**config.mk**
```make
export PLATFORM = sky130hd
export DESIGN_NAME = wlsq_alu
export DESIGN_NICKNAME = d
export VERILOG_FILES = /design/src/wlsq_pkg.sv /design/src/wlsq_alu.sv
export SDC_FILE = /design/constraint.sdc
export NUM_CORES = 1
export LEC_CHECK = 0
export BUFFER_PORTS_ARGS = -buffer_cell sky130_fd_sc_hd__buf_4
export CAP_MARGIN = 20
export CORE_ASPECT_RATIO = 0.75
export CORE_MARGIN = 5
export CORE_UTILIZATION = 56
export CTS_CLUSTER_DIAMETER = 120
export CTS_CLUSTER_SIZE = 28
export DETAILED_ROUTE_END_ITERATION = 6
export PLACE_DENSITY = 0.76
export SETUP_SLACK_MARGIN = 0.05
export SLEW_MARGIN = 20
export SYNTH_ARGS = -nofsm -noshare
export SYNTH_HDL_FRONTEND = slang
export SYNTH_SLANG_ARGS = --single-unit
```
**constraint.sdc**
```tcl
create_clock -name clock -period 4.35 [get_ports clock]
set_input_delay 0.435 -clock clock [delete_from_list [all_inputs] [get_ports clock]]
set_output_delay 0.435 -clock clock [all_outputs]
set_load 0.02 [all_outputs]
```
**src/wlsq_pkg.sv**
```systemverilog
`timescale 1ns / 1ps
`default_nettype none
package wlsq_pkg;

   localparam int ACC_WIDTH = 48;
   localparam int IN_WIDTH = 24;
   localparam int DIFF_WIDTH = 25;
   localparam int PROD_WIDTH = 50;
   localparam int WIDE_WIDTH = 64;
   localparam int NORM_BITS = 22;
   localparam int OUT_WIDTH = 24;
   localparam int VCM_PER_VUM = 10000;

   typedef struct packed {
      logic                        is_center;
      logic signed [IN_WIDTH-1:0]  x_pos;
      logic signed [IN_WIDTH-1:0]  y_pos;
      logic signed [IN_WIDTH-1:0]  potential;
      logic                        last;
   } req_type;

   typedef struct packed {
      logic [OUT_WIDTH-1:0] field_magnitude;
      logic                 degenerate;
      logic                 saturated;
   } rsp_type;

   // Command to the shared divide / square-root unit.
   typedef struct packed {
      logic                    start;
      logic                    is_sqrt;
      logic [WIDE_WIDTH-1:0]   num;
      logic [WIDE_WIDTH-1:0]   den;
   } alu_cmd_type;

   typedef struct packed {
      logic                    done;
      logic [WIDE_WIDTH-1:0]   result;
   } alu_rsp_type;

endpackage
`default_nettype wire

```
**src/wlsq_alu.sv**
```systemverilog
`timescale 1ns / 1ps
`default_nettype none
// Shared unsigned unit: restoring divide (one quotient bit a cycle) or
// integer square root (one root bit a cycle), 64-bit operands.
module wlsq_alu
   import wlsq_pkg::*;
(
   input  wire logic        clock,
   input  wire logic        reset,
   input  wire alu_cmd_type cmd,
   output      alu_rsp_type rsp
);

   localparam int CNT_WIDTH = $clog2(WIDE_WIDTH + 1);

   logic                  busy_ff, busy_in;
   logic                  sqrt_ff, sqrt_in;
   logic [CNT_WIDTH-1:0]  cnt_ff, cnt_in;
   logic [WIDE_WIDTH-1:0] rem_ff, rem_in;
   logic [WIDE_WIDTH-1:0] quo_ff, quo_in;
   logic [WIDE_WIDTH-1:0] num_ff, num_in;
   logic [WIDE_WIDTH-1:0] den_ff, den_in;
   logic                  done_ff, done_in;

   logic [WIDE_WIDTH:0]   trial;
   logic [WIDE_WIDTH:0]   sub;
   logic [WIDE_WIDTH:0]   rt;

   always_comb begin
      busy_in = busy_ff;
      sqrt_in = sqrt_ff;
      cnt_in  = cnt_ff;
      rem_in  = rem_ff;
      quo_in  = quo_ff;
      num_in  = num_ff;
      den_in  = den_ff;
      done_in = 1'b0;
      trial   = '0;
      sub     = '0;
      rt      = '0;
      if (cmd.start) begin
         busy_in = 1'b1;
         sqrt_in = cmd.is_sqrt;
         num_in  = cmd.num;
         den_in  = cmd.den;
         rem_in  = '0;
         quo_in  = '0;
         cnt_in  = cmd.is_sqrt ? CNT_WIDTH'(WIDE_WIDTH / 2) : CNT_WIDTH'(WIDE_WIDTH);
      end else if (busy_ff) begin
         if (sqrt_ff) begin
            // Bring down two bits; trial subtract 4*root+1.
            trial = {rem_ff[WIDE_WIDTH-3:0], num_ff[WIDE_WIDTH-1 -: 2], 1'b0};
            rt    = {quo_ff[WIDE_WIDTH-2:0], 2'b01};
            trial = trial >> 1;
            sub   = trial - rt;
            num_in = num_ff << 2;
            if (!sub[WIDE_WIDTH]) begin
               rem_in = sub[WIDE_WIDTH-1:0];
               quo_in = {quo_ff[WIDE_WIDTH-2:0], 1'b1};
            end else begin
               rem_in = trial[WIDE_WIDTH-1:0];
               quo_in = {quo_ff[WIDE_WIDTH-2:0], 1'b0};
            end
         end else begin
            trial  = {rem_ff, num_ff[WIDE_WIDTH-1]};
            sub    = trial - {1'b0, den_ff};
            num_in = num_ff << 1;
            if (!sub[WIDE_WIDTH]) begin
               rem_in = sub[WIDE_WIDTH-1:0];
               quo_in = {quo_ff[WIDE_WIDTH-2:0], 1'b1};
            end else begin
               rem_in = trial[WIDE_WIDTH-1:0];
               quo_in = {quo_ff[WIDE_WIDTH-2:0], 1'b0};
            end
         end
         cnt_in = cnt_ff - 1'b1;
         if (cnt_ff == CNT_WIDTH'(1)) begin
            busy_in = 1'b0;
            done_in = 1'b1;
         end
      end
   end

   always_ff @(posedge clock) begin
      if (reset) begin
         busy_ff <= 1'b0;
         done_ff <= 1'b0;
         cnt_ff  <= '0;
      end else begin
         busy_ff <= busy_in;
         done_ff <= done_in;
         cnt_ff  <= cnt_in;
      end
      sqrt_ff <= sqrt_in;
      rem_ff  <= rem_in;
      quo_ff  <= quo_in;
      num_ff  <= num_in;
      den_ff  <= den_in;
   end

   assign rsp.done   = done_ff;
   assign rsp.result = quo_ff;

   a_done_idle: assert property (@(posedge clock) disable iff (reset)
      done_ff |-> !busy_ff) else $error("alu done while busy");
   a_cnt_zero: assert property (@(posedge clock) disable iff (reset)
      !busy_ff |-> cnt_ff == '0 || $past(cmd.start) == 1'b0) else $error("alu count");
   a_done_pulse: assert property (@(posedge clock) disable iff (reset)
      done_ff |=> !done_ff) else $error("alu done held");

endmodule
`default_nettype wire

```
==> results by group <==
Run status
  • Outcome: finished, final reports clean

CTS
  • CTS tree: built
  • Clock-pin slew on the worst setup and hold paths: 120 ps
  • CTS H-tree lvls: 1
  • Clk buf depth: 3
  • CTS root buf: clkbuf_16
  • Post-CTS setup buffer count: 0
  • Worst skew pair latency: 520 ps
  • Num CTS Buffers: 13
  • Hold Buf Count CTS: 0
  • Clock sink count: approximately 270
  • Resized Gates After CTS: 0

Die
  • Core area: 34620 µm²
  • Starting Density: approximately 57%
  • DIE WIDTH: 225.9 µm
  • I/O Pins: 197
  • Die H: 171.9 µm
  • Num rows: 59
  • Full die area: 38840 µm²

Timing
  • Max_slew headroom: roughly 40%
  • Worst-Margin Slew: 899.5 ps
  • F_max: 0.2579 GHz
  • Final setup TNS: 0 ps
  • Setup violations, final: 0
  • Slew Limit Fails: 0
  • RSZ-0062 raised after global routing: false
  • Hold Fails Final Rpt: 0
  • Period utilization: 89.15%
  • Tmin final: between 3000 and 4000 ps
  • Final Skew: 19.63 ps

Power and ir drop
  • Clock share of power: 8.7%
  • P per Cell Area: 751.7 nW/µm²
  • Switching share of power: 52.14%
  • Sequential power share: 21.6%
  • Leak Pwr: 9.305 nW
  • Combinational share of power: 69.7%
  • Sw power: about 8.5 mW
  • Internal power contribution: around 8 mW
  • VDD IR-drop max: between 1 and 1.5 mV

Setup path
  • WP data arrival: 4300 ps
  • Crit-path max cell delay: 550 ps
  • Slowest CP cell: dfxtp_1
  • CP endpoint kind: register
  • Crit Path Category: reg -> reg
  • Crit path max fanout: 89
  • Nature of the critical path startpoint: register
  • Worst-path cell chain: ha_1 -> a21oi_1 -> o21ai_0 -> a221oi_1 -> o31ai_1 -> o211a_1 -> or4_4 -> nand3_4 -> buf_12 -> nor2_1 -> a211oi_2 -> a211oi_1 -> a31o_1
  • WP data required: around 4800 ps

Synth
  • Post-Syn Instances: 2369
  • EDFF count, synth: 129
  • Top FF cell, synth: dfxtp_1
  • Synth Net Count: approximately 2600
  • Synthesized area: slightly below 20000 µm²
  • Sequential area share after synthesis: around a third
  • Syn avg cell area: 8.264 µm²
  • Post-synth cell types: 78
  • Post-synth ARST share: 0%
  • Number of synthesis warnings: 0
  • FF+latch count, synth: 266

Route
  • WL final: 59.16 mm
  • Via count: 18248
  • Initial drt markers: 2507
  • DR WL/cell: 20.12 µm
  • # DRC: 0
  • Drt via density: around 6.2
  • ANT nets after route: 0
  • Initial DRT Pass Iterations: 7

Finish
  • Final instance area: 21710 µm²
  • Nets: 2741
  • Share of post-route cells with drive strength above 1: 10.55%
  • # fillers: 3019
  • Layout area overhead: 10.92%
  • Diodes inserted: 0

Global route
  • Initial antenna violation count: 0
  • GRT Total Usage: slightly below 30%
  • Grt ovf: 0
  • Vias in the first global route: 15962
  • Largest net degree at the start of global routing: 133
  • First-pass GRT wire length: a little over 90 mm

Placement
  • IO buf count: 196
  • Area post-placement: 21350 µm²
  • DPL Wire Length: 46.50 mm
  • RePlAce Congestion: between 1 and 1.5

Hold path
  • Hold Path Class: in -> reg

Run
  • Max-cap violations: 0
## area by class of cell
cell class	instances	area [µm²]	area share (%)
multi-input cells	1807	11810	54.40
well taps	457	571.8	2.633
repair buffers	223	1718	7.911
clock inverters	2	17.52	0.08067
clock buffers	18	344.1	1.585
flip-flops and latches	266	6620	30.49
inverters	168	630.6	2.904
## power groups by stage
stage / registers (mW) / logic [mW] / clock network (mW)
after detailed placement: 3.53 / 10.9 / 0
after CTS: 3.47 / 11.0 / 1.45
final: 3.53 / 11.4 / 1.42
after global routing: 3.54 / 12.3 / 1.53
after global placement: 3.51 / 10.8 / 0
after floorplan: 3.25 / 8.57 / 0
## worst max-delay path, delay by kind of cell (launching register included)
family	cells	cell delay, ps
flops	1	550
buf+inv	1	310
compound gates	8	1690
simple gates	3	790
fa+ha+maj	1	390
## state kept, by name, indices dropped and copies added (netlist names)
register / flops
busy_ff: 1
cnt_ff: 7
den_ff: 64
done_ff: 1
num_ff: 64
quo_ff: 64
rem_ff: 64
sqrt_ff: 1
## cell families (layout without fill, tap and decap cells)
logic type | after synthesis | count (layout) | share of synthesized area, %
compound gates | 746 | 746 | 24.18
mux | 139 | 139 | 7.107
simple gates | 674 | 674 | 15.34
fa+ha+maj | 130 | 130 | 8.347
flops | 266 | 266 | 33.80
buf+inv | 296 | 411 | 5.944
xor+xnor | 118 | 118 | 5.279
## path summary, 6_finish.rpt
kind,slack [ps],depth (start not counted),end,startpoint
min reg2reg,520,2,cnt_ff[1],cnt_ff[1]
max,470,13,rem_ff[32],rem_ff[25]
min,90,2,busy_ff,reset
max reg2reg,470,13,rem_ff[32],rem_ff[25]
## metal layers
metal  part of all wire [%]  GRT usage [%]  up-vias  routed length (µm)
li1                       -              -     8811                   -
met1                     49          49.78     8393               29060
met2                     35          36.21      998               20940
met3                     14          8.842       46                8448
met4                    1.2          3.419        0                 713
met5                      0              0        -                   0
## stage by stage
stage | hold slack, ps | setup slack [ps] | power, mW | std cells | util (%)
detailed placement | 499.5 | 576.1 | 14.38 | 2921 | 61.67
global route | 71.76 | 266.6 | 17.36 | 2941 | 62.72
floorplan | 468.4 | 1011 | 11.82 | 2369 | -
finish | 85.19 | 471.9 | 16.32 | 2941 | 62.72
CTS | 63.16 | 542.6 | 15.88 | 2941 | 62.72
global placement | 479.3 | 640.0 | 14.27 | 2921 | 61.67
## synth_stat cells, types with 13 or more instances
master | count | area share, %
a211oi_1 | 30 | 1.2
inv_1 | 167 | 3.2
clkbuf_1 | 94 | 1.8
nor3_1 | 25 | 0.64
dfxtp_1 | 137 | 14
ha_1 | 129 | 8.2
a21o_1 | 49 | 1.9
edfxtp_1 | 129 | 20
o21bai_1 | 34 | 1.3
nand2b_1 | 24 | 0.77
nand3_1 | 27 | 0.69
o21a_1 | 15 | 0.58
a32o_1 | 19 | 0.97
mux2i_1 | 139 | 7.1
a21oi_1 | 188 | 4.8
a31oi_1 | 29 | 0.93
xnor2_1 | 72 | 3.2
o211ai_1 | 66 | 2.5
and2_1 | 13 | 0.42
o31ai_1 | 13 | 0.50
nor2b_1 | 17 | 0.54
buf_1 | 14 | 0.27
xor2_1 | 46 | 2.1
nor2_1 | 187 | 3.6
and3_1 | 15 | 0.48
o21ai_0 | 204 | 5.2
nand2_1 | 290 | 5.6
nand4_1 | 37 | 1.2
## cells in the final DEF, fill, tap and decap left out, types with 8 or more instances in the layout
cell       count
a211oi_1      30
a21o_1        49
a21oi_1      188
a221oi_1       8
a31oi_1       29
a32o_1        19
and2_1        13
and3_1        15
buf_4        219
clkbuf_16     13
dfxtp_1      136
edfxtp_1     129
ha_1         129
inv_1        166
mux2i_1      139
nand2_1      290
nand2b_1      24
nand3_1       26
nand4_1       37
nor2_1       186
nor2b_1       17
nor3_1        25
nor4_1         9
o211ai_1      66
o21a_1        15
o21ai_0      204
o21bai_1      34
o22ai_1        9
o31ai_1       13
or3_1         12
xnor2_1       72
xor2_1        46
(Power assumes the default switching activity.)
